$ cat src/rtl/core/tapm_pkg.sv
// Shared types and constants of the attitude PID and motor mixer block.
`default_nettype none

package tapm_pkg;

    localparam int NUM_AXES = 3;
    localparam int AX_ROLL  = 0;
    localparam int AX_PITCH = 1;
    localparam int AX_YAW   = 2;

    localparam int ERR_W   = 20;
    localparam int DRIVE_W = 16;
    localparam int GAIN_W  = 16;
    localparam int LIMIT_W = 15;
    localparam int MOTOR_W = 7;
    localparam int ANGLE_W = 17;
    localparam int RAW_W   = 16;
    localparam int REG_IDX_W = 3;

    typedef logic signed [ERR_W-1:0]   err_t;
    typedef logic signed [DRIVE_W-1:0] drive_t;

    // Configuration register indexes
    localparam logic [REG_IDX_W-1:0] REG_RP_KP    = 3'd0;
    localparam logic [REG_IDX_W-1:0] REG_RP_KI    = 3'd1;
    localparam logic [REG_IDX_W-1:0] REG_RP_KD    = 3'd2;
    localparam logic [REG_IDX_W-1:0] REG_YAW_KP   = 3'd3;
    localparam logic [REG_IDX_W-1:0] REG_YAW_KI   = 3'd4;
    localparam logic [REG_IDX_W-1:0] REG_YAW_KD   = 3'd5;
    localparam logic [REG_IDX_W-1:0] REG_DRV_LIM  = 3'd6;
    localparam logic [REG_IDX_W-1:0] REG_INT_LIM  = 3'd7;

    typedef struct packed {
        logic [GAIN_W-1:0] kp;
        logic [GAIN_W-1:0] ki;
        logic [GAIN_W-1:0] kd;
    } gains_t;

    typedef struct packed {
        gains_t             rp;
        gains_t             yaw;
        logic [LIMIT_W-1:0] drive_limit;
        logic [LIMIT_W-1:0] integ_limit;
    } cfg_t;

    localparam cfg_t CFG_RESET = '{
        rp:          '{kp: 16'd0,   ki: 16'd0, kd: 16'd1280},
        yaw:         '{kp: 16'd256, ki: 16'd3, kd: 16'd0},
        drive_limit: 15'd17920,
        integ_limit: 15'd7680
    };

    typedef struct packed {
        logic [MOTOR_W-1:0] a;
        logic [MOTOR_W-1:0] b;
        logic [MOTOR_W-1:0] c;
        logic [MOTOR_W-1:0] d;
    } motors_t;

    // Errors seen before any radio beat: measured zero against a stick-zero setpoint
    localparam err_t ROLL_ERR_RESET  = 20'sd2560;
    localparam err_t PITCH_ERR_RESET = 20'sd2560;
    localparam err_t YAW_ERR_RESET   = 20'sd0;

endpackage

`default_nettype wire

$ cat src/rtl/core/tapm_pid_axis.sv
// One PID axis: proportional, clamped integral and derivative terms, clamped drive.
`default_nettype none

module tapm_pid_axis
    import tapm_pkg::*;
(
    input  err_t               err,
    input  err_t               prev_err,
    input  drive_t             integ,
    input  gains_t             gains,
    input  logic [LIMIT_W-1:0] drive_limit,
    input  logic [LIMIT_W-1:0] integ_limit,
    output drive_t             integ_next,
    output drive_t             drive_next
);

    logic signed [GAIN_W:0]  kp_s;
    logic signed [GAIN_W:0]  ki_s;
    logic signed [GAIN_W:0]  kd_s;
    logic signed [36:0]      p_prod;
    logic signed [36:0]      i_prod;
    logic signed [37:0]      d_prod;
    logic signed [20:0]      diff;
    logic signed [28:0]      p_term;
    logic signed [28:0]      i_term;
    logic signed [29:0]      d_term;
    logic signed [29:0]      integ_sum;
    logic signed [31:0]      drive_sum;
    logic signed [LIMIT_W:0] ilim_s;
    logic signed [LIMIT_W:0] dlim_s;

    always_comb
    begin
        kp_s   = $signed({1'b0, gains.kp});
        ki_s   = $signed({1'b0, gains.ki});
        kd_s   = $signed({1'b0, gains.kd});
        ilim_s = $signed({1'b0, integ_limit});
        dlim_s = $signed({1'b0, drive_limit});

        // drop the low 8 bits of each product: arithmetic shift floors
        p_prod = 37'(kp_s) * 37'(err);
        i_prod = 37'(ki_s) * 37'(err);
        diff   = 21'(err) - 21'(prev_err);
        d_prod = 38'(kd_s) * 38'(diff);
        p_term = p_prod[36:8];
        i_term = i_prod[36:8];
        d_term = d_prod[37:8];

        integ_sum = 30'(integ) + 30'(i_term);
        if (integ_sum > 30'(ilim_s))
            integ_next = DRIVE_W'(ilim_s);
        else if (integ_sum < -30'(ilim_s))
            integ_next = -DRIVE_W'(ilim_s);
        else
            integ_next = integ_sum[DRIVE_W-1:0];

        drive_sum = 32'(p_term) + 32'(integ_next) + 32'(d_term);
        if (drive_sum > 32'(dlim_s))
            drive_next = DRIVE_W'(dlim_s);
        else if (drive_sum < -32'(dlim_s))
            drive_next = -DRIVE_W'(dlim_s);
        else
            drive_next = drive_sum[DRIVE_W-1:0];
    end

endmodule

`default_nettype wire

$ cat config.mk
export PLATFORM = sky130hd
export DESIGN_NAME = tapm_pid_axis
export DESIGN_NICKNAME = d
export VERILOG_FILES = /design/src/rtl/core/tapm_pkg.sv /design/src/rtl/core/tapm_pid_axis.sv
export SDC_FILE = /design/constraint.sdc
export NUM_CORES = 2
export LEC_CHECK = 0
export BUFFER_PORTS_ARGS = -buffer_cell sky130_fd_sc_hd__buf_2
export CAP_MARGIN = 20
export CORE_AREA = 2 2 356 358
export DETAILED_ROUTE_END_ITERATION = 16
export DIE_AREA = 0 0 358 360
export GPL_ROUTABILITY_DRIVEN = 0
export PLACE_DENSITY_LB_ADDON = 0.05
export RECOVER_POWER = 100
export SLEW_MARGIN = 20
export SYNTH_ARGS = -nofsm -noshare
export SYNTH_HDL_FRONTEND = slang
export SYNTH_SLANG_ARGS = --single-unit
$ cat constraint.sdc
create_clock -name vclk -period 31.4
set_clock_uncertainty 0.05 [all_clocks]
set_input_delay 6.28 -clock vclk [all_inputs]
set_output_delay 6.28 -clock vclk [all_outputs]
set_load 0.005 [all_outputs]
After elaboration in Yosys (flattened, before gate mapping) --
Index checks and enable logic that the tools add are counted.
Storage, ports and cells: register bits 0, input bits 134, output and inout bits 32, logic and storage cells 19
Cells by class: $add $sub $neg 8, $mul 3, $lt $le $gt $ge 4, mux-type cells 4
Operators with widths (count):
- $mul A17 B20 Y37 | 2
- $mux W16 | 4
- $mul A17 B21 Y38 | 1
- $lt A31 B32 Y1 | 1
- $neg A15 Y16 | 2
- $neg A15 Y32 | 1
- $add A30 B30 Y31 | 1
- $gt A31 B16 Y1 | 1
- $add A16 B29 Y30 | 1
- $add A29 B16 Y30 | 1
- $gt A30 B16 Y1 | 1
- $lt A30 B30 Y1 | 1
- $neg A15 Y30 | 1
- $sub A20 B20 Y21 | 1

Depth between registers and ports, before layout --
word-level depth 10, depth in mapped cells 71, mapped depth without buffers 67

Least setup slack after synthesis --
No wires, ideal clock.
path kind input port to output port, start input gains[19] (netlist name), end output drive_next[4], data arrival time 20.162 ns, required time 25.070 ns, setup slack 4.908 ns, stages 67, buffers on the path 5, cells stage by stage clkbuf_1 -> clkbuf_1 -> nand2_1 -> fa_1 -> fa_1 -> fa_1 -> inv_1 -> fa_1 -> fa_1 -> inv_1 -> fa_1 -> inv_1 -> ha_1 -> a21o_1 -> a21o_1 -> a41oi_1 -> nor2_1 -> o21ai_0 -> [... 31 more ...] -> a221o_1 -> a21oi_1 -> nand3_1 -> a21o_1 -> nand4_1 -> a31oi_1 -> o21ai_0 -> nor2b_1 -> xnor2_1 -> ha_1 -> and4_1 -> nand2_1 -> a21oi_1 -> a31oi_1 -> mux2i_2 -> buf_2 -> o21ai_0 -> a22oi_1
On the way: longest elaborated chain between the ends 10, elaborated cells between the ends (all ways) 12, those cells by class add/sub: 3; mul: 1; order compare: 4; mux: 4
RTL lines:
- start: declaration | RTL line tapm_pid_axis.sv:10 | input gains_t gains,
- $mul A17 B20 Y37 (*) | RTL line tapm_pid_axis.sv:42 | i_prod = 37'(ki_s) * 37'(err);
- $add A16 B29 Y30 (*) | RTL line tapm_pid_axis.sv:49 | integ_sum = 30'(integ) + 30'(i_term);
- $lt A30 B30 Y1 | RTL line tapm_pid_axis.sv:52 | else if (integ_sum < -30'(ilim_s))
- $mux W16 | RTL line tapm_pid_axis.sv:52
- $mux W16 (*) | RTL line tapm_pid_axis.sv:50 | if (integ_sum > 30'(ilim_s))
- $add A29 B16 Y30 (*) | RTL line tapm_pid_axis.sv:57 | drive_sum = 32'(p_term) + 32'(integ_next) + 32'(d_term);
- $add A30 B30 Y31 (*) | RTL line tapm_pid_axis.sv:57
- $lt A31 B32 Y1 | RTL line tapm_pid_axis.sv:60 | else if (drive_sum < -32'(dlim_s))
- $mux W16 | RTL line tapm_pid_axis.sv:60
- $mux W16 (*) | RTL line tapm_pid_axis.sv:58 | if (drive_sum > 32'(dlim_s))
- end: declaration | RTL line tapm_pid_axis.sv:14 | output drive_t drive_next
Every way passes the cells marked *; elsewhere a longest branch is shown, timed or not.

Final worst setup path --
start input err[6], end output drive_next[10]
On the way: longest elaborated chain between the ends 10, elaborated cells between the ends (all ways) 15, those cells by class add/sub: 4; mul: 3; order compare: 4; mux: 4
RTL lines:
- start: declaration | RTL line tapm_pid_axis.sv:7 | input err_t err,
- $mul A17 B20 Y37 | RTL line tapm_pid_axis.sv:42
- $add A16 B29 Y30 | RTL line tapm_pid_axis.sv:49
- $lt A30 B30 Y1 | RTL line tapm_pid_axis.sv:52
- $mux W16 | RTL line tapm_pid_axis.sv:52
- $mux W16 | RTL line tapm_pid_axis.sv:50
- $add A29 B16 Y30 | RTL line tapm_pid_axis.sv:57
- $add A30 B30 Y31 (*) | RTL line tapm_pid_axis.sv:57
- $lt A31 B32 Y1 | RTL line tapm_pid_axis.sv:60
- $mux W16 | RTL line tapm_pid_axis.sv:60
- $mux W16 (*) | RTL line tapm_pid_axis.sv:58
Marked as above.

==> parameters.txt <==
Parameter                              Value

Synthesis
  Syn_nets ... ~6600
  Ranking of synthesized cells by instance count ... sky130_fd_sc_hd__inv_1 (1266), sky130_fd_sc_hd__fa_1 (1004), sky130_fd_sc_hd__nand2_1 (639), sky130_fd_sc_hd__ha_1 (436), sky130_fd_sc_hd__and2_1 (414)
  Mean post-synth cell area ... 8.56 µm²
  Gate Count Post-Synth ... a little over 5000
  Yosys warning count ... 0
  Share of the synthesized area in the top cell type ... 46.3%
  Largest cells by area after synthesis ... sky130_fd_sc_hd__fa_1 (46%), sky130_fd_sc_hd__ha_1 (13%), sky130_fd_sc_hd__inv_1 (11%), sky130_fd_sc_hd__and2_1 (6.0%), sky130_fd_sc_hd__nand2_1 (5.5%)
  Leading cell type by number of instances after synthesis ... sky130_fd_sc_hd__inv_1
  Sequential-to-total area share from yosys stat ... 0%
  Number of different library cells in the post-synthesis netlist ... 74
  Netlist Area Pre-Place ... between 40000 and 50000 µm²
  Post-synthesis cell type with the largest combined area ... sky130_fd_sc_hd__fa_1

Timing
  Count of final max-slew check failures ... 0
  RSZ-0062 raised after global routing ... no
  Headroom to the max-slew limit ... about a quarter
  Setup tns final ... 0 ns
  Min Tclk post-route ... roughly 29 ns
  Actual slew at the worst max-slew pin ... roughly 1.1 ns
  Final worst path period share ... approximately 93%
  Final number of setup-violating endpoints ... 0
  Highest achievable clock rate ... approximately 34 MHz
  Number of hold violations in the final report ... 0

Die
  Die X ... between 300 and 400 µm
  Total core area ... between 100000 and 150000 µm²
  Initial Utilization ... 34.7%
  Num ports ... 166
  Total number of placement rows ... 130
  Die Height ... between 300 and 400 µm
  Die footprint ... 129000 µm²

Clocking
  Number of buffers added to fix hold violations after cts ... 0
  Post-CTS Resized ... 0
  Count of buffers added by post-CTS timing repair for setup ... 0

Outcome
  Outcome ... completed

Routing
  Final WL ... 126000 µm
  Final antenna-violating net count ... 0
  Via total after detailed routing ... between 30000 and 40000
  Detail-routed net length per standard cell ... between 15 and 20 µm
  DR vias/cell ... 4.79
  Pre-Repair DR Iteration Count ... 5
  Starting DRT DRC Count ... between 1000 and 1500
  DRC Markers ... 0

GRT
  Pin count of the biggest net entering global routing ... 42
  Global-route wire length before repair ... slightly above 200000 µm
  Global routing usage summed across all routing layers ... between 20% and 30%
  Residual overflow from global routing ... 0
  Number of antenna violations at the first check in global routing ... 19
  Via count of the first global-routing pass ... 35000

Place
  Count of buffers from port buffering ... approximately 170
  Placed wire-length estimate ... around 110000 µm

Final layout
  Seq Cell Count ... 0
  Combined area of the multi-input logic cells ... ~38000 µm²
  Layout overhead on the synthesized area ... 5.82%
  Fraction of final layout cells with drive strength greater than 1 ... between 4 and 5%
  Count of nets after finishing ... 6644
  Register cell area after layout ... 0 µm²
  Count of clock-net buffers in the final layout ... 0
  Filler cells ... about 13000

Worst setup path
  Worst Setup Start Kind ... input pin
  Gate family responsible for the most delay along the worst path ... compound AO/OA/AOI/OAI gates
  Setup Crit Path Kind ... input pin to primary output
  Buf/Inv on CP ... 9
  Crit Path Max Fanout ... 40
  Critical path depth ... 63
  Data arrival at the endpoint of the critical path ... about 23 ns
  Cell with the biggest individual delay on the critical path ... sky130_fd_sc_hd__o21bai_2
  Category of the worst setup path capture point ... primary output
  Delay of the slowest critical-path stage ... 0.82 ns
  CP dominant cell by count ... sky130_fd_sc_hd__fa_1
  Worst Path Required ... ~25 ns

Job
  Max-cap violations ... 0

Worst hold path
  Hold WC Path Type ... input pin to primary output
  Worst Hold Depth ... 3
[cell type report]
cell class | instances | share of cell area [%]
Tap cell | 1650 | 4.50
Multi-Input combinational cell | 3589 | 82.6
Timing Repair Buffer | 212 | 2.54
Antenna cell | 4 | 0.0218
Inverter | 1267 | 10.4
[worst min-delay path: stages]
cell and delay (ns):
sky130_fd_sc_hd__buf_2 0.13, sky130_fd_sc_hd__o2bb2ai_1 0.12, sky130_fd_sc_hd__clkbuf_1 0.10
[cell families after synthesis]
group	Yosys count	synth area share, %
compound gates	506	7.58
buf+inv	1476	12.8
mux	23	0.551
simple gates	1426	16.2
fa+ha+maj	1441	58.9
xor+xnor	193	3.90
[routing by layer]
metal / vias up / share of wire, % / track usage, %
met3: 70 / 5.1 / 3.10
met5: - / 0.091 / 0
met4: 18 / 1.1 / 1.76
met2: 496 / 46 / 33.2
li1: 15200 / - / -
met1: 16400 / 47 / 29.5
[metrics by stage]
step	hold slack, ns	area [µm²]	utilization [%]	std cells	setup WS, ns
floorplan	12.62	43400	-	5065	4.91
global placement	12.86	45900	36.7	6717	2.25
detailed placement	12.87	45900	36.7	6717	2.30
CTS	12.87	45900	36.7	6717	2.21
global route	12.90	45900	36.7	6719	0.998
finish	12.87	45900	36.7	6722	2.26
[final timing paths]
| path | from | endpoint | slack [ns] |
|---|---|---|---|
| min | drive_limit[13] | drive_next[13] | 12.87 |
| max | err[6] | drive_next[10] | 2.26 |
[placed cells by master, fill, tap and decap left out, types with 6 or more instances in the layout]
master and instances:
sky130_fd_sc_hd__o22ai_1 6, sky130_fd_sc_hd__nor2b_1 40, sky130_fd_sc_hd__o31ai_1 6, sky130_fd_sc_hd__o21ai_0 98
sky130_fd_sc_hd__buf_2 139, sky130_fd_sc_hd__a211o_1 8, sky130_fd_sc_hd__inv_1 1266, sky130_fd_sc_hd__nand3_1 41
sky130_fd_sc_hd__xor2_1 63, sky130_fd_sc_hd__buf_4 44, sky130_fd_sc_hd__and3_1 20, sky130_fd_sc_hd__xnor2_1 125
sky130_fd_sc_hd__nand2b_1 30, sky130_fd_sc_hd__or3_1 21, sky130_fd_sc_hd__nor3_1 46, sky130_fd_sc_hd__o211ai_1 10
sky130_fd_sc_hd__a211oi_1 17, sky130_fd_sc_hd__nand4_1 21, sky130_fd_sc_hd__o21a_1 41, sky130_fd_sc_hd__mux2i_1 18
sky130_fd_sc_hd__or2_2 11, sky130_fd_sc_hd__nor2_1 102, sky130_fd_sc_hd__clkbuf_1 23, sky130_fd_sc_hd__a21oi_1 135
sky130_fd_sc_hd__a21o_1 82, sky130_fd_sc_hd__nor4_1 10, sky130_fd_sc_hd__nand2_1 639, sky130_fd_sc_hd__fa_1 1004
sky130_fd_sc_hd__a22oi_1 6, sky130_fd_sc_hd__a2111oi_0 11, sky130_fd_sc_hd__ha_1 436, sky130_fd_sc_hd__and4_1 7
sky130_fd_sc_hd__a31oi_1 21, sky130_fd_sc_hd__o21bai_1 11, sky130_fd_sc_hd__and2_1 414
Power is left out: the tool's default activity adds up to more than one toggle a clock period on the data nets, which glitch-free logic cannot reach.
