File: src/rtl/core/tapm_pkg.sv
// Shared types and constants of the attitude PID and motor mixer block.
`default_nettype none

package tapm_pkg;

    localparam int NUM_AXES = 3;
    localparam int AX_ROLL  = 0;
    localparam int AX_PITCH = 1;
    localparam int AX_YAW   = 2;

    localparam int ERR_W   = 20;
    localparam int DRIVE_W = 16;
    localparam int GAIN_W  = 16;
    localparam int LIMIT_W = 15;
    localparam int MOTOR_W = 7;
    localparam int ANGLE_W = 17;
    localparam int RAW_W   = 16;
    localparam int REG_IDX_W = 3;

    typedef logic signed [ERR_W-1:0]   err_t;
    typedef logic signed [DRIVE_W-1:0] drive_t;

    // Configuration register indexes
    localparam logic [REG_IDX_W-1:0] REG_RP_KP    = 3'd0;
    localparam logic [REG_IDX_W-1:0] REG_RP_KI    = 3'd1;
    localparam logic [REG_IDX_W-1:0] REG_RP_KD    = 3'd2;
    localparam logic [REG_IDX_W-1:0] REG_YAW_KP   = 3'd3;
    localparam logic [REG_IDX_W-1:0] REG_YAW_KI   = 3'd4;
    localparam logic [REG_IDX_W-1:0] REG_YAW_KD   = 3'd5;
    localparam logic [REG_IDX_W-1:0] REG_DRV_LIM  = 3'd6;
    localparam logic [REG_IDX_W-1:0] REG_INT_LIM  = 3'd7;

    typedef struct packed {
        logic [GAIN_W-1:0] kp;
        logic [GAIN_W-1:0] ki;
        logic [GAIN_W-1:0] kd;
    } gains_t;

    typedef struct packed {
        gains_t             rp;
        gains_t             yaw;
        logic [LIMIT_W-1:0] drive_limit;
        logic [LIMIT_W-1:0] integ_limit;
    } cfg_t;

    localparam cfg_t CFG_RESET = '{
        rp:          '{kp: 16'd0,   ki: 16'd0, kd: 16'd1280},
        yaw:         '{kp: 16'd256, ki: 16'd3, kd: 16'd0},
        drive_limit: 15'd17920,
        integ_limit: 15'd7680
    };

    typedef struct packed {
        logic [MOTOR_W-1:0] a;
        logic [MOTOR_W-1:0] b;
        logic [MOTOR_W-1:0] c;
        logic [MOTOR_W-1:0] d;
    } motors_t;

    // Errors seen before any radio beat: measured zero against a stick-zero setpoint
    localparam err_t ROLL_ERR_RESET  = 20'sd2560;
    localparam err_t PITCH_ERR_RESET = 20'sd2560;
    localparam err_t YAW_ERR_RESET   = 20'sd0;

endpackage

`default_nettype wire

File: src/rtl/core/tapm_err_front.sv
// Radio front end: stick setpoints and trimmed angles folded into saturated axis errors.
`default_nettype none

module tapm_err_front
    import tapm_pkg::*;
(
    input  logic        [RAW_W-1:0]   roll_stick,
    input  logic        [RAW_W-1:0]   pitch_stick,
    input  logic signed [ANGLE_W-1:0] roll_angle,
    input  logic signed [ANGLE_W-1:0] pitch_angle,
    input  logic signed [ANGLE_W-1:0] yaw_angle,
    output err_t                      roll_err,
    output err_t                      pitch_err,
    output err_t                      yaw_err
);

    // stick*256/13 as stick*ceil(2^28/13) >> 20, exact for every 16-bit stick
    localparam logic [24:0] ROLL_RECIP  = 25'd20648882;
    // stick*512/25 as stick*ceil(2^30/25) >> 21
    localparam logic [25:0] PITCH_RECIP = 26'd42949673;
    // trim and setpoint bias folded: -563 + 2560 and 512 + 2560
    localparam logic signed [23:0] ROLL_OFFSET  = 24'sd1997;
    localparam logic signed [23:0] PITCH_OFFSET = 24'sd3072;
    localparam logic signed [23:0] ERR_HI = 24'sd524287;
    localparam logic signed [23:0] ERR_LO = -24'sd524288;

    logic        [40:0] roll_prod;
    logic        [41:0] pitch_prod;
    logic        [20:0] roll_sp;
    logic        [20:0] pitch_sp;
    logic signed [23:0] roll_raw;
    logic signed [23:0] pitch_raw;

    function automatic err_t sat_err(input logic signed [23:0] v);
        err_t r;
        if (v > ERR_HI)
            r = ERR_HI[ERR_W-1:0];
        else if (v < ERR_LO)
            r = ERR_LO[ERR_W-1:0];
        else
            r = v[ERR_W-1:0];
        return r;
    endfunction

    always_comb
    begin
        roll_prod  = 41'(roll_stick) * 41'(ROLL_RECIP);
        pitch_prod = 42'(pitch_stick) * 42'(PITCH_RECIP);
        roll_sp    = roll_prod[40:20];
        pitch_sp   = pitch_prod[41:21];
        roll_raw   = ROLL_OFFSET - 24'(roll_angle) - $signed({3'b000, roll_sp});
        pitch_raw  = PITCH_OFFSET - 24'(pitch_angle) - $signed({3'b000, pitch_sp});
        roll_err   = sat_err(roll_raw);
        pitch_err  = sat_err(pitch_raw);
        // yaw setpoint is zero, so the error is the negated angle
        yaw_err    = -ERR_W'(yaw_angle);
    end

endmodule

`default_nettype wire

File: config.mk
export PLATFORM = sky130hd
export DESIGN_NAME = tapm_err_front
export DESIGN_NICKNAME = d
export VERILOG_FILES = /design/src/rtl/core/tapm_pkg.sv /design/src/rtl/core/tapm_err_front.sv
export SDC_FILE = /design/constraint.sdc
export NUM_CORES = 1
export LEC_CHECK = 0
export BUFFER_PORTS_ARGS = -buffer_cell sky130_fd_sc_hd__buf_2
export CAP_MARGIN = 10
export CORE_ASPECT_RATIO = 0.7
export CORE_MARGIN = 5
export CORE_UTILIZATION = 52
export DETAILED_ROUTE_END_ITERATION = 10
export PLACE_DENSITY = 0.74
export RECOVER_POWER = 25
export SLEW_MARGIN = 30
export SYNTH_ARGS = -nofsm -noshare
export SYNTH_HDL_FRONTEND = slang
export SYNTH_SLANG_ARGS = --single-unit
File: constraint.sdc
create_clock -name vclk -period 12.9
set_input_delay 2.58 -clock vclk [all_inputs]
set_output_delay 2.58 -clock vclk [all_outputs]
set_load 0.005 [all_outputs]
=== Word-level counts from Yosys, hierarchy flattened ===
Cells that the tools add are included.

* Input bits: 83
* Bits in registers: 0
* Logic and storage cells: 15
* Output and inout port bits: 60

* Add/subtract/negate cells: 5
* $mul: 2
* Mux-type cells: 4
* $lt $le $gt $ge: 4

{| class="wikitable"
|+ Operators with widths
! operator !! count
|-
| 20-bit 2-to-1 mux || 4
|-
| 23-bit by 20-bit greater-than comparator with 1-bit output (second input constant) || 2
|-
| 23-bit by 20-bit < comparator with 1-bit output (second input constant) || 2
|-
| 18-bit by 22-bit subtractor with 23-bit output || 2
|-
| 16-bit by 26-bit multiplier with 42-bit output (second input constant) || 1
|-
| 16-bit by 24-bit multiplier with 40-bit output (second input constant) || 1
|-
| 17-bit negation with 20-bit output || 1
|-
| 12-bit by 17-bit subtractor with 18-bit output (first input constant) || 1
|-
| 13-bit by 17-bit subtractor with 18-bit output (first input constant) || 1
|}

=== Longest topological paths before layout ===
Gate-level depths: netlist of run 1.

* Word-level depth: 5
* Gate-level depth with buffers: 36
* Depth with buffers taken out: 34

=== Least setup slack after synthesis of run 1 ===
Ideal clock, no wire load.

* Kind: input to output
* From: input pitch_stick[13]
* To: output pitch_err[4]
* Cell stages on the path: 32
* Buffers on the path: 2
* Slack: 0.118 ns
* Data required time: 10.320 ns
* Arrival time: 10.202 ns
* Path through: fa_1 inv_1 fa_1 inv_1 fa_1 fa_1 fa_1 ha_1 ha_1 a21o_1 a21o_1 a2111o_1 a21oi_1 o21ai_0 or2_1 a31o_2 a21oi_1 xnor2_1 ha_1 inv_1 ha_1 and3_1 a31oi_1 o21ai_1 or3_1 a211oi_1 a211oi_1 nor4_2 nand2b_1 buf_4 buf_6 o21a_1

* Cells in the longest elaborated chain, start to end: 5
* Elaborated cells on any way between the ends: 6
* Classes of those cells: 1 x add/sub; 1 x mul; 2 x order compare; 2 x mux

{| class="wikitable"
|+ Ends and longest elaborated chain
! what !! line !! RTL
|-
| start: declaration || tapm_err_front.sv:8 || <nowiki>input logic [RAW_W-1:0] pitch_stick,</nowiki>
|-
| 16-bit by 26-bit multiplier with 42-bit output * || tapm_err_front.sv:48 || <nowiki>pitch_prod = 42'(pitch_stick) * 42'(PITCH_RECIP);</nowiki>
|-
| 18-bit by 22-bit subtractor with 23-bit output * || tapm_err_front.sv:52 || <nowiki>pitch_raw = PITCH_OFFSET - 24'(pitch_angle) - $signed({3'b000, pitch_sp});</nowiki>
|-
| 23-bit by 20-bit < comparator with 1-bit output || tapm_err_front.sv:38 || <nowiki>else if (v < ERR_LO)</nowiki>
|-
| 20-bit 2-to-1 mux || tapm_err_front.sv:38 ||
|-
| 20-bit 2-to-1 mux * || tapm_err_front.sv:36 || <nowiki>if (v > ERR_HI)</nowiki>
|-
| end: declaration || tapm_err_front.sv:13 || <nowiki>output err_t pitch_err,</nowiki>
|}

Mark *: on every way between the ends. The rest lies on a longest branch, timed or not.

=== Final worst setup path of run 1 ===
* From: input pitch_stick[13]
* To: output pitch_err[11]

Same word-level chain as after synthesis.

==> flow_summary.json, run 1 <==
{
  "avgSynthCellArea_um2": 8.958,
  "grt_max_degree": 12,
  "nFlopsAndLatches": 0,
  "ant_nets": 0,
  "grt_usage_pct": 26.75,
  "first_iter_violations": 980,
  "place_inst": 2423,
  "antenna_found_initial": 3,
  "tightest_slew_ps": 680.9,
  "fin_ws_ps": -255.8,
  "postLayoutCellArea_um2": 19660,
  "max_clock_freq_ghz": 0.07601,
  "setup-tns-final_ps": -4124,
  "final_common_cell": "inv_1",
  "finalMaxSlewViolations": 0,
  "die-area_um2": 32330,
  "yosysUniqueCellTypes": 68,
  "cp_top_family": "adder cells",
  "fp.dieW_um": 212.8,
  "io_buffers": 143,
  "yosysWarnings": 0,
  "slowest_stage": "fa_2",
  "core-area_um2": 28630,
  "rsz0062_at_grt": "yes",
  "wire_per_inst_um": 18.69,
  "worstPathMaxFanout": 8,
  "drcViolationCount": 0,
  "seq_area_um2": 0,
  "grt_overflow": 0,
  "synthCells": 1671,
  "cpPeakStageDelay_ps": 620,
  "min_period_ps": 13160,
  "viasPerCell": 5.463,
  "start_util_pct": 52.29,
  "holdWs_ps": 5384,
  "crit_type": "primary input to output pin",
  "routed_wl_um": 46050,
  "hpwl_um": 38420,
  "hold_path.class": "primary input to output pin",
  "violations": "setup timing",
  "critPathArrivalTime_ps": 10580,
  "end_kind": "output pin",
  "drive_gt1_share_pct": 31.40,
  "fillers": 2112,
  "hold_viol": 0,
  "grt_pass1_wl_um": 69790,
  "nets": 2780,
  "final_cell_mix": "inv_1 (427), ha_1 (341), buf_4 (269)",
  "firstDrtPassIters": 5,
  "crit_path_frequent_cell": "fa_2",
  "vias": 13461,
  "grt_pass1_vias": 13728,
  "holdBufCountCts": 0,
  "place_congestion": 1.007,
  "synth_nets": 2366,
  "outcome": "finished with violations",
  "cap_violations": 0,
  "path_buf_inv": 8,
  "clock_buffers": 0,
  "startpoint_type": "primary input",
  "worst_ep_required_time_ps": 10320,
  "row_count": 52,
  "fin_crit_sh_pct": 102.0,
  "die_y_um": 152.0,
  "setup_violations": 31,
  "slew_headroom_pct": 54.19,
  "ioPinCount": 143,
  "area_growth_pct": 31.34,
  "layout.cells.non_filler": 2464,
  "yosysSeqAreaShare_pct": 0,
  "placed_area_um2": 17900,
  "synth_area_um2": 14970
}
-- cells in the mapped netlist (all sizes together) (2+ instances only) --
cell type / number / share of area (%)
a21o: 63 / 3.2
a221o: 3 / 0.20
nor3: 20 / 0.67
o21bai: 10 / 0.58
or2: 9 / 0.38
inv: 458 / 11
o21a: 17 / 0.85
o31ai: 7 / 0.38
nor3b: 3 / 0.15
a31oi: 8 / 0.38
o211ai: 5 / 0.25
a311oi: 2 / 0.16
a211oi: 6 / 0.37
o311ai: 2 / 0.17
nand2b: 10 / 0.42
nand3: 23 / 0.77
nand4: 12 / 0.50
nor2b: 14 / 0.64
buf: 8 / 0.53
a211o: 6 / 0.35
and3: 8 / 0.33
or3: 4 / 0.17
a2111oi: 5 / 0.42
o21ai: 54 / 1.8
nand3b: 2 / 0.10
a41oi: 3 / 0.18
a31o: 2 / 0.12
fa: 224 / 30
a21oi: 80 / 2.7
ha: 388 / 32
nor4: 4 / 0.21
nor2: 51 / 1.3
o31a: 3 / 0.18
clkbuf: 5 / 0.13
nand2: 47 / 1.2
a221oi: 2 / 0.20
xnor2: 50 / 2.9
xor2: 38 / 2.3
-- per-stage QoR --
step / util (%) / setup WS (ps)
finish: 68.68 / -255.8
detailed placement: 62.54 / -638.2
CTS: 65.76 / -2.889
global placement: 62.54 / -436.5
floorplan: - / 117.9
global route: 68.68 / -414.7
-- kinds of logic after synthesis --
| logic type | after synthesis | synth area share [%] |
|---|---|---|
| AO/OA/AOI/OAI | 286 | 13.11 |
| buffers and inverters | 472 | 12.16 |
| adder cells (fa/ha/maj) | 612 | 62.39 |
| AND/OR/NAND/NOR | 212 | 7.071 |
| XOR/XNOR | 88 | 5.199 |
| multiplexers | 1 | 0.06687 |
-- final cells by class --
cell class	instances	area [µm²]	share of cell area [%]
Timing Repair Buffer	425	2960	15.06
Multi-Input combinational cell	1199	14490	73.69
Tap cell	378	473.0	2.405
Inverter	459	1733	8.814
Antenna cell	3	7.507	0.03818
-- path summary, 6_finish.rpt --
check | to | depth (start not counted) | startpoint
hold / removal | yaw_err[0] | 2 | yaw_angle[0]
setup / recovery | pitch_err[11] | 35 | pitch_stick[13]
-- routing by layer --
layer	vias up	global-route usage, %	share of wire (%)
met5	-	0	0
met3	57	7.585	11
met1	6598	40.34	44
met2	555	39.10	44
li1	6251	-	-
met4	0	3.960	1.7
-- repair_timing --
item,in CTS,in global routing
setup buffers,23,17
gates resized for setup,142,146
pin swaps,119,118
endpoints found under the setup margin,39,40
gates cloned,1,0
Power of run 1 is not shown: default switching activity piles up to over one toggle a cycle in this logic, so the estimate is an artifact.
==> inputs of run 2 (changes only) <==
--- a/config.mk
+++ b/config.mk
@@ -11,7 +11,8 @@
 export CORE_MARGIN = 5
 export CORE_UTILIZATION = 52
 export DETAILED_ROUTE_END_ITERATION = 10
-export PLACE_DENSITY = 0.74
+export MAX_ROUTING_LAYER = met4
+export PLACE_DENSITY_LB_ADDON = 0.25
 export RECOVER_POWER = 25
 export SLEW_MARGIN = 30
 export SYNTH_ARGS = -nofsm -noshare
==> flow_summary.json, run 2 (synthesis results as in run 1) <==
{
  "outcome": "finished with violations",
  "violations": "setup timing",
  "holdWs_ps": 5395,
  "grt_pass1_vias": 13663,
  "crit_path_frequent_cell": "fa_1",
  "path_buf_inv": 12,
  "placed_area_um2": 17980,
  "crit_start": "roll_stick[6]",
  "grt_usage_pct": 27.74,
  "ioPinCount": 143,
  "postLayoutCellArea_um2": 19800,
  "place_congestion": 0.9798,
  "slowest_stage": "fa_1",
  "fin_crit_sh_pct": 101.3,
  "fillers": 2276,
  "holdBufCountCts": 0,
  "clock_buffers": 0,
  "worst_ep_required_time_ps": 10320,
  "slew_headroom_pct": 58.66,
  "nFlopsAndLatches": 0,
  "die_y_um": 152.0,
  "hold_viol": 0,
  "final_common_cell": "inv_1",
  "hpwl_um": 38380,
  "die-area_um2": 32330,
  "drcViolationCount": 0,
  "fin_ws_ps": -162.8,
  "io_buffers": 143,
  "core-area_um2": 28630,
  "viasPerCell": 5.263,
  "nets": 2799,
  "grt_max_degree": 12,
  "antenna_found_initial": 3,
  "finalMaxSlewViolations": 0,
  "fp.dieW_um": 212.8,
  "setup_violations": 35,
  "grt_pass1_wl_um": 71050,
  "tightest_slew_ps": 614.4,
  "wire_per_inst_um": 17.79,
  "worstPathMaxFanout": 5,
  "startpoint_type": "primary input",
  "drive_gt1_share_pct": 31.78,
  "final_cell_mix": "inv_1 (430), ha_1 (336), buf_4 (287)",
  "end_kind": "output pin",
  "multiInputGateArea_um2": 14460,
  "first_iter_violations": 633,
  "cp_top_family": "adder cells",
  "seq_area_um2": 0,
  "max_clock_freq_ghz": 0.07655,
  "min_from": "yaw_angle[0]",
  "hold_path.class": "primary input to output pin",
  "area_growth_pct": 32.25,
  "min_period_ps": 13060,
  "ant_nets": 0,
  "start_util_pct": 52.29,
  "row_count": 52,
  "vias": 13068,
  "firstDrtPassIters": 5,
  "crit_type": "primary input to output pin",
  "routed_wl_um": 44170,
  "rsz0062_at_grt": "yes",
  "grt_overflow": 0,
  "cap_violations": 0,
  "critPathArrivalTime_ps": 10480,
  "cpPeakStageDelay_ps": 540
}
==> run 2: cell count changes in the layout (fill, tap and decap cells not counted), moves of 5 or more <==
cell / change
ha_4: +6
a21oi_2: -7
buf_6: -5
ha_1: -5
o21ai_2: +6
a21oi_1: +7
buf_4: +18
o21ai_1: -7
==> run 2: cell type report <==
cell class,count,share of cell area [%]
diodes,3,0.03792
inverters,459,8.728
multi-input cells,1199,73.03
well taps,378,2.389
repair buffers,444,15.81
==> run 2: per-layer routing <==
metal  vias up  part of all wire [%]  GRT usage (%)
li1       6298                     -              -
met1      6367                    48          42.17
met2       373                    43          40.78
met3        30                   7.5          4.390
met4         0                   1.3          2.376
met5         -                     0              -
==> run 2: worst paths after layout <==
| kind | end | cells after the start |
|---|---|---|
| setup / recovery | roll_err[16] | 38 |
| hold / removal | yaw_err[0] | 2 |
==> run 2: what timing repair did <==
action	CTS	global route
pin swaps	135	100
resized for setup	171	100
endpoints found under the setup margin	39	40
buffers inserted	30	19
cloned	2	1
==> run 2: per-stage QoR <==
step           setup TNS [ps]  setup slack [ps]  util (%)  cells
2_1_floorplan               0             117.9         -   1671
3_3_place_gp           -12350            -433.1     62.81   2433
3_5_place_dp           -18200            -546.7     62.81   2433
4_1_cts                -233.9            -85.19     66.93   2464
5_1_grt                -13250            -473.7     69.15   2483
6_report                -3024            -162.8     69.15   2483
Power of run 2 is left out for the same reason.
