File: config.mk
export PLATFORM = sky130hd
export DESIGN_NAME = tapm_mixer
export DESIGN_NICKNAME = d
export VERILOG_FILES = /design/src/rtl/core/tapm_pkg.sv /design/src/rtl/core/tapm_mixer.sv
export SDC_FILE = /design/constraint.sdc
export NUM_CORES = 1
export LEC_CHECK = 0
export BUFFER_PORTS_ARGS = -buffer_cell sky130_fd_sc_hd__buf_4
export CORE_MARGIN = 3
export CORE_UTILIZATION = 30
export DETAILED_ROUTE_END_ITERATION = 7
export PLACE_DENSITY = 0.59
export SLEW_MARGIN = 30
export SYNTH_ARGS = -nofsm -noshare
export SYNTH_HDL_FRONTEND = slang
export SYNTH_SLANG_ARGS = --single-unit
File: constraint.sdc
create_clock -name vclk -period 16.3
set_input_delay 1.63 -clock vclk [all_inputs]
set_output_delay 1.63 -clock vclk [all_outputs]
set_load 0.1 [all_outputs]
File: src/rtl/core/tapm_pkg.sv
// Shared types and constants of the attitude PID and motor mixer block.
`default_nettype none

package tapm_pkg;

    localparam int NUM_AXES = 3;
    localparam int AX_ROLL  = 0;
    localparam int AX_PITCH = 1;
    localparam int AX_YAW   = 2;

    localparam int ERR_W   = 20;
    localparam int DRIVE_W = 16;
    localparam int GAIN_W  = 16;
    localparam int LIMIT_W = 15;
    localparam int MOTOR_W = 7;
    localparam int ANGLE_W = 17;
    localparam int RAW_W   = 16;
    localparam int REG_IDX_W = 3;

    typedef logic signed [ERR_W-1:0]   err_t;
    typedef logic signed [DRIVE_W-1:0] drive_t;

    // Configuration register indexes
    localparam logic [REG_IDX_W-1:0] REG_RP_KP    = 3'd0;
    localparam logic [REG_IDX_W-1:0] REG_RP_KI    = 3'd1;
    localparam logic [REG_IDX_W-1:0] REG_RP_KD    = 3'd2;
    localparam logic [REG_IDX_W-1:0] REG_YAW_KP   = 3'd3;
    localparam logic [REG_IDX_W-1:0] REG_YAW_KI   = 3'd4;
    localparam logic [REG_IDX_W-1:0] REG_YAW_KD   = 3'd5;
    localparam logic [REG_IDX_W-1:0] REG_DRV_LIM  = 3'd6;
    localparam logic [REG_IDX_W-1:0] REG_INT_LIM  = 3'd7;

    typedef struct packed {
        logic [GAIN_W-1:0] kp;
        logic [GAIN_W-1:0] ki;
        logic [GAIN_W-1:0] kd;
    } gains_t;

    typedef struct packed {
        gains_t             rp;
        gains_t             yaw;
        logic [LIMIT_W-1:0] drive_limit;
        logic [LIMIT_W-1:0] integ_limit;
    } cfg_t;

    localparam cfg_t CFG_RESET = '{
        rp:          '{kp: 16'd0,   ki: 16'd0, kd: 16'd1280},
        yaw:         '{kp: 16'd256, ki: 16'd3, kd: 16'd0},
        drive_limit: 15'd17920,
        integ_limit: 15'd7680
    };

    typedef struct packed {
        logic [MOTOR_W-1:0] a;
        logic [MOTOR_W-1:0] b;
        logic [MOTOR_W-1:0] c;
        logic [MOTOR_W-1:0] d;
    } motors_t;

    // Errors seen before any radio beat: measured zero against a stick-zero setpoint
    localparam err_t ROLL_ERR_RESET  = 20'sd2560;
    localparam err_t PITCH_ERR_RESET = 20'sd2560;
    localparam err_t YAW_ERR_RESET   = 20'sd0;

endpackage

`default_nettype wire

File: src/rtl/core/tapm_mixer.sv
// X-frame motor mixer with throttle window and arming gate.
`default_nettype none

module tapm_mixer
    import tapm_pkg::*;
(
    input  logic [RAW_W-1:0] throttle_raw,
    input  drive_t           roll_drive,
    input  drive_t           pitch_drive,
    input  drive_t           yaw_drive,
    input  logic             armed,
    output motors_t          motors
);

    localparam logic [RAW_W-1:0] THROTTLE_BASE = 16'd230;
    localparam logic [RAW_W-1:0] THROTTLE_LOW  = 16'd25;
    localparam logic [RAW_W-1:0] THROTTLE_HIGH = 16'd250;
    localparam logic signed [11:0] MOTOR_MAX   = 12'sd100;

    logic        [RAW_W-1:0] thr;
    logic                    motors_on;
    logic signed [19:0]      t_q8;
    logic signed [19:0]      r_s;
    logic signed [19:0]      p_s;
    logic signed [19:0]      y_s;

    function automatic logic [MOTOR_W-1:0] motor_cmd(input logic signed [19:0] q8);
        logic signed [11:0] m;
        logic [MOTOR_W-1:0] r;
        m = q8[19:8];
        if (m < 12'sd0)
            r = '0;
        else if (m > MOTOR_MAX)
            r = MOTOR_MAX[MOTOR_W-1:0];
        else
            r = m[MOTOR_W-1:0];
        return r;
    endfunction

    always_comb
    begin
        thr       = THROTTLE_BASE - throttle_raw;
        motors_on = armed && (thr > THROTTLE_LOW) && (thr < THROTTLE_HIGH);
        // inside the window the throttle fits in 8 bits
        t_q8      = $signed({4'b0000, thr[7:0], 8'b0000_0000});
        r_s       = 20'(roll_drive);
        p_s       = 20'(pitch_drive);
        y_s       = 20'(yaw_drive);
        motors    = '0;
        if (motors_on)
        begin
            motors.a = motor_cmd(t_q8 + r_s + p_s + y_s);
            motors.b = motor_cmd(t_q8 - r_s + p_s - y_s);
            motors.c = motor_cmd(t_q8 - r_s - p_s + y_s);
            motors.d = motor_cmd(t_q8 + r_s - p_s - y_s);
        end
    end

endmodule

`default_nettype wire

# After elaboration in Yosys (flattened, before gate mapping)
# Cells that the tools add are included.
[word_totals]
reg_bits = 0
in_bits = 65
output_inout_bits = 28
wordCells = 32
[classes]
n_addsub = 11
order_cmp = 10
mux = 9
n_reduce_logical = 2
[ops]
columns = ["operator", "count"]
rows = [
  ["2-to-1 mux 7 bit", 8],
  ["greater-than comparator 12 x 8 -> 1 bit, second input constant", 4],
  ["< comparator 12 x 1 -> 1 bit, second input constant", 4],
  ["adder 19 x 16 -> 20 bit", 2],
  ["subtractor 19 x 16 -> 20 bit", 2],
  ["adder 18 x 16 -> 19 bit", 2],
  ["subtractor 18 x 16 -> 19 bit", 2],
  ["2-to-1 mux 28 bit", 1],
  ["adder 17 x 16 -> 18 bit", 1],
  ["subtractor 17 x 16 -> 18 bit", 1],
  ["greater-than comparator 16 x 5 -> 1 bit, second input constant", 1],
  ["< comparator 16 x 8 -> 1 bit, second input constant", 1],
  ["subtractor 8 x 16 -> 16 bit, first input constant", 1],
  ["logical AND 1 bit", 2],
]

# Logic depth before layout (Yosys ltp)
# Gate-level depths: netlist of the first run.
[depth]
ltp_word = 8
mapped_depth = 22
ltp_nobuf = 22

# Worst setup path after synthesis of the first run
# Ideal clock, no wire load.
[synth_path]
path_kind = "input to output"
start = "in throttle_raw[0]"
end = "out motors[3] (netlist bit)"
t_arrival_ns = 8.796
required_time_ns = 14.670
slack_ns = 5.874
stages = 21
path_buffers = 1
cell_sequence = "ha_1 xnor2_1 ha_1 clkbuf_1 o21ba_2 o21ai_0 a21oi_1 o21ai_0 a21oi_1 nor2_1 nor2_1 xnor2_1 fa_1 inv_1 ha_1 nor2b_1 o21a_1 a311oi_2 mux2i_1 or4_4 nor4_1"
[synth_lines]
columns = ["element", "line_no", "rtl"]
rows = [
  ["start: declaration", "tapm_mixer.sv:7", "input logic [RAW_W-1:0] throttle_raw,"],
  ["end: declaration", "tapm_mixer.sv:12", "output motors_t motors"],
]

==> results_dict.tcl, run 1 <==
set metrics [dict create \
    path_max_fanout 7 \
    min_path_type "in -> out" \
    wl_um 17800 \
    final_max_slew_viol_count 0 \
    grtUsageTotal_pct 14.75 \
    tns_ns 0 \
    cp.arrival_ns 7.01 \
    fmax_ghz 0.1157 \
    portBuffers 93 \
    core_area_um2 20620 \
    slew_headroom_pct 51.02 \
    mostFrequentLayoutCell "inv_1" \
    post_cts_buffers 0 \
    fill_cells 2192 \
    holdPathEnd "motors[27]" \
    worst-setup-path-type "in -> out" \
    die_x_um 152.1 \
    synth_cells 802 \
    outcome "complete, no violations" \
    clkbuf_count 0 \
    fin_hold_ws_ns 4.139 \
    vias 5941 \
    cts_resized 0 \
    io_pins 93 \
    period_needed_ns 8.641 \
    start_util_pct 31.04 \
    overflow 0 \
    antenna_found_initial 0 \
    dp_hpwl_um 16040 \
    syn_to_final_growth_pct 15.58 \
    seq_cell_count 0 \
    hold_viol_final 0 \
    drc 0 \
    yosysWarnings 0 \
    end_kind "output pin" \
    holdBufCountCts 0 \
    grt_pass1_vias 5925 \
    cap_violations 0 \
    viasPerCell 5.153 \
    synth.distinct_cells 76 \
    chipHeight_um 152.1 \
    grt_pass1_wl_um 29110 \
    ir_worst_vdd_mv 0.03382 \
    syn-num-nets 1034 \
    register_area_um2 0 \
    pwr_density_cell_nw_per_um2 107.4 \
    fin_crit_sh_pct 53.01 \
    p_leak_nw 3.449 \
    ant_nets 0 \
    syn_area_um2 6402 \
    drt_iter0_drc 258 \
    fin_nets 1117 \
    die-area_um2 23130 \
    wire_per_inst_um 15.44 \
    rows 52 \
    final_cell_mix "inv_1 (111), ha_1 (97), buf_4 (93)" \
    hold_depth 7 \
    n_antenna_cell 0 \
    multi_input_area_um2 5943 \
    rsz0062_at_grt "false" \
    drive_gt1_share_pct 13.36 \
    gp_congestion 0.9011 \
    grt_max_degree 12 \
    setup_viol 0 \
    syn_avg_cell_area_um2 7.983 \
    yosysSeqAreaShare_pct 0 \
    first_pass_iters 5 \
    required_ns 14.67 \
    startpoint_type "input pin" \
    min_from "armed" \
    worst-slew-pin-transition_ns 0.7280 \
]
worst max-delay path, cell delays in order:
cell,delay [ns]
buf_4,0.14
ha_1,0.26
xnor2_1,0.35
ha_1,0.39
o21ba_2,0.24
o21ai_0,0.24
a21oi_1,0.10
o21ai_0,0.26
a21oi_1,0.11
nor2_1,0.10
nor2_1,0.06
xnor2_1,0.25
fa_1,0.46
inv_1,0.10
ha_1,0.31
nor2b_1,0.17
o21a_1,0.18
a311oi_2,0.26
mux2i_1,0.13
or4_4,0.58
a2111oi_2,0.30
buf_4,0.35
per-layer routing:
layer  global-route usage, %  wire length (um)  vias to the layer above
met5                       0                 0                        -
met4                   1.541               240                        0
met3                  0.9954               664                       15
met2                   25.87              8382                      129
met1                   20.67              8510                     2799
li1                        -                 -                     2998
worst max-delay path by stage:
stage | from | end | cells after the start
final | throttle_raw[0] | motors[0] | 22
after global routing | throttle_raw[0] | motors[0] | 22
after CTS | throttle_raw[0] | motors[1] | 22
after detailed placement | throttle_raw[0] | motors[1] | 22
after global placement | throttle_raw[0] | motors[14] | 20
after floorplan | throttle_raw[0] | motors[3] | 21
metrics by stage:
stage	util [%]	setup WS, ns	area, um2	power (mW)	cells
2_1_floorplan	-	5.874	6402	0.6143	802
3_3_place_gp	35.84	7.732	7392	0.7921	1153
3_5_place_dp	35.88	7.684	7400	0.7906	1153
4_1_cts	35.88	7.659	7400	0.7966	1153
5_1_grt	35.88	7.216	7400	0.8996	1153
6_report	35.88	7.659	7400	0.7947	1153
synthesized netlist by cell type (15+ instances only):
cell type / n / share of area (%)
nor2_1: 40 / 2.3
xor2_1: 25 / 3.4
o21a_1: 16 / 1.9
o21ai_0: 29 / 2.3
a211oi_1: 15 / 1.8
nor3_1: 23 / 1.8
nand2_1: 51 / 3.0
nand3_1: 18 / 1.4
xnor2_1: 43 / 5.9
ha_1: 97 / 19
a21o_1: 25 / 2.9
inv_1: 111 / 6.5
fa_1: 70 / 22
a21oi_1: 68 / 5.3
cells by family after synthesis:
| logic type | after synthesis | share of synthesized area [%] |
|---|---|---|
| xor gates and xnor gates | 68 | 9.302 |
| buffers and inverters | 124 | 7.289 |
| muxes | 5 | 0.8013 |
| and+or+nand+nor | 201 | 15.89 |
| adders and majority gates | 167 | 40.84 |
| AOI/OAI and AO/OA | 237 | 25.87 |
cell type report:
type | instances | share of cell area (%)
timing repair buffer | 93 | 9.435
inverter | 112 | 5.681
multi-input combinational | 678 | 80.32
tap | 270 | 4.565
where the power goes:
group / internal (mW) / leakage [nW] / switching (mW)
Combinational: 0.323 / 3.45 / 0.472
Sequential: 0 / 0 / 0
Clock: 0 / 0 / 0
Total: 0.323 / 3.45 / 0.472
Note: power is estimated with default switching activity, not from simulation.
==> run 2: changes to the inputs <==
Settings changed: ABC_AREA set to 1, PLACE_DENSITY 0.59 to 0.6.
Clock period 16.3 ns to 7.1 ns, I/O delays scaled along.
==> run 2 against run 1 <==
Net effect: setup slack worse by 7.0 ns; critical endpoint is now motors[24]; combinational power grew to 2.7 times the previous value; total power grew to 2.7 times the previous value; synthesized area is 22% higher; global-route usage is 1.9 points higher; worst hold slack worse by 1.9 ns; sequential cell count stayed put; via count is 38% higher; die area is 21% higher; routed wire length is 34% higher; synthesized cell count is 63% higher; final area is 21% higher.
==> results_dict.tcl, run 2 <==
set metrics [dict create \
    outcome "complete, no violations" \
    power_mw 2.176 \
    startpoint_type "input pin" \
    postPlaceCellArea_um2 8915 \
    first_pass_iters 7 \
    synth_top_area_share_pct 18.10 \
    die-area_um2 27960 \
    grt_max_degree 8 \
    synth_most_common_cell "nand2_1" \
    p_leak_nw 5.026 \
    overflow 0 \
    fmax_ghz 0.1541 \
    required_ns 6.39 \
    register_area_um2 0 \
    drive_gt1_share_pct 9.565 \
    holdPathEnd "motors[20]" \
    viasPerCell 4.735 \
    die_x_um 167.2 \
    grt_pass1_vias 7818 \
    yosys-top-cells-count "nand2_1 (376), inv_1 (266), nor2_1 (106)" \
    n_antenna_cell 0 \
    swShare_pct 65.59 \
    grtUsageTotal_pct 16.63 \
    p_int_mw 0.7487 \
    critPathMaxStageDelay_ns 0.45 \
    dp_hpwl_um 21900 \
    yosysWarnings 0 \
    fin_crit_sh_pct 91.39 \
    seq_power_share_pct 0 \
    mostFrequentLayoutCell "nand2_1" \
    min_path_type "in -> out" \
    seq_cell_count 0 \
    min_from "throttle_raw[15]" \
    clockPowerShare_pct 0 \
    vias 8197 \
    hold_depth 9 \
    antenna_found_initial 0 \
    rows 58 \
    path_max_fanout 6 \
    p_sw_mw 1.427 \
    final_cell_mix "nand2_1 (376), inv_1 (266), nor2_1 (106)" \
    syn_avg_cell_area_um2 5.965 \
    syn_to_final_growth_pct 14.67 \
    wire_per_inst_um 13.75 \
    pwr_density_cell_nw_per_um2 243.4 \
    drt_iter0_drc 562 \
    cap_violations 0 \
    synth_cells 1307 \
    io_pins 93 \
    worst-setup-path-type "in -> out" \
    period_needed_ns 6.489 \
    yosys-top-cells-area "nand2_1 (18%), fa_1 (18%), ha_1 (16%), inv_1 (13%), a21oi_1 (6.2%)" \
    gp_congestion 0.9815 \
    chipHeight_um 167.2 \
    start_util_pct 30.78 \
    power_frac_comb_pct 100.0 \
    clkbuf_count 0 \
    portBuffers 93 \
    wl_um 23800 \
    ir_worst_vdd_mv 0.08210 \
    drc 0 \
    ant_nets 0 \
    grt_pass1_wl_um 39050 \
    cpMaxStageDelayCell "fa_1" \
    tns_ns 0 \
    yosysTopAreaCell "nand2_1" \
    fin_nets 1635 \
    end_kind "output pin" \
    slew_headroom_pct 67.42 \
    hold_viol_final 0 \
    worst-slew-pin-transition_ns 0.4850 \
    synth.distinct_cells 38 \
    final_max_slew_viol_count 0 \
    syn-num-nets 1539 \
    setup_viol 0 \
    fin_area_um2 8940 \
    yosysSeqAreaShare_pct 0 \
    cpMostUsedCell "nand2_1" \
    core_area_um2 25330 \
    syn_area_um2 7796 \
    fin_hold_ws_ns 2.287 \
    cp.arrival_ns 5.78 \
]
[run 2: changes by cell type after synthesis, moves of 14 or more]
cell | before | now
inv_1 | 111 | 266
xnor2_1 | 43 | 13
nand2_1 | 51 | 376
nand3_1 | 18 | 87
nor2_1 | 40 | 106
o21bai_1 | 6 | 20
a21oi_1 | 68 | 96
a21o_1 | 25 | 3
o21a_1 | 16 | 1
a211oi_1 | 15 | 0
[run 2: through the flow]
step	cells	setup WS [ns]	utilization, %
2_1_floorplan	1307	-0.1269	-
3_3_place_gp	1730	0.6861	35.20
4_1_cts	1730	0.5419	35.20
5_1_grt	1731	-0.001103	35.30
6_report	1731	0.6112	35.30
3_5_place_dp	1730	0.5840	35.20
[run 2: cell type report]
| type | instances | area (um2) |
|---|---|---|
| Timing Repair Buffer | 96 | 735.7 |
| Tap cell | 330 | 412.9 |
| Inverter | 273 | 1025 |
| Multi-Input combinational cell | 1032 | 6766 |
| Fill cell | 2814 | 16390 |
[run 2: metal layers]
metal  vias up  GRT usage [%]  routed length, um
met5         -              0                  0
met4         0          2.312                420
met3        19         0.9679               1349
met2       234          26.58              10050
met1      3684          25.33              11980
li1       4260              -                  -
[run 2: worst max path at each step]
stage,from,to
2_1_floorplan,throttle_raw[0],motors[14]
3_3_place_gp,throttle_raw[0],motors[24]
3_5_place_dp,throttle_raw[0],motors[24]
4_1_cts,throttle_raw[0],motors[24]
5_1_grt,throttle_raw[0],motors[24]
6_report,throttle_raw[0],motors[24]
[run 2: cell families (layout without fill, tap and decap cells)]
group / after synthesis / in the layout / synth area share [%]
adder cells (fa/ha/maj): 167 / 167 / 33.54
AO/OA/AOI/OAI: 165 / 165 / 11.56
XOR/XNOR: 44 / 44 / 5.039
AND/OR/NAND/NOR: 656 / 656 / 36.62
buffers and inverters: 275 / 369 / 13.24
[run 2: power by group through the flow]
| stage | logic (mW) | clock network, mW | registers, mW |
|---|---|---|---|
| final | 2.18 | 0 | 0 |
| after global routing | 2.48 | 0 | 0 |
| after CTS | 2.16 | 0 | 0 |
| after detailed placement | 2.15 | 0 | 0 |
| after global placement | 2.15 | 0 | 0 |
| after floorplan | 1.61 | 0 | 0 |
[run 2: repair_timing]
item	CTS	global route
hold buffers	0	0
resized for setup	0	5
setup buffers	0	1
setup endpoints to repair	0	4
[run 2: critical path: cells and delay by family]
| family | cells | cell delay (ns) |
|---|---|---|
| AO/OA/AOI/OAI | 5 | 0.76 |
| adder cells (fa/ha/maj) | 4 | 1.33 |
| XOR/XNOR | 2 | 0.45 |
| AND/OR/NAND/NOR | 16 | 1.61 |
| buffers and inverters | 7 | 0.92 |
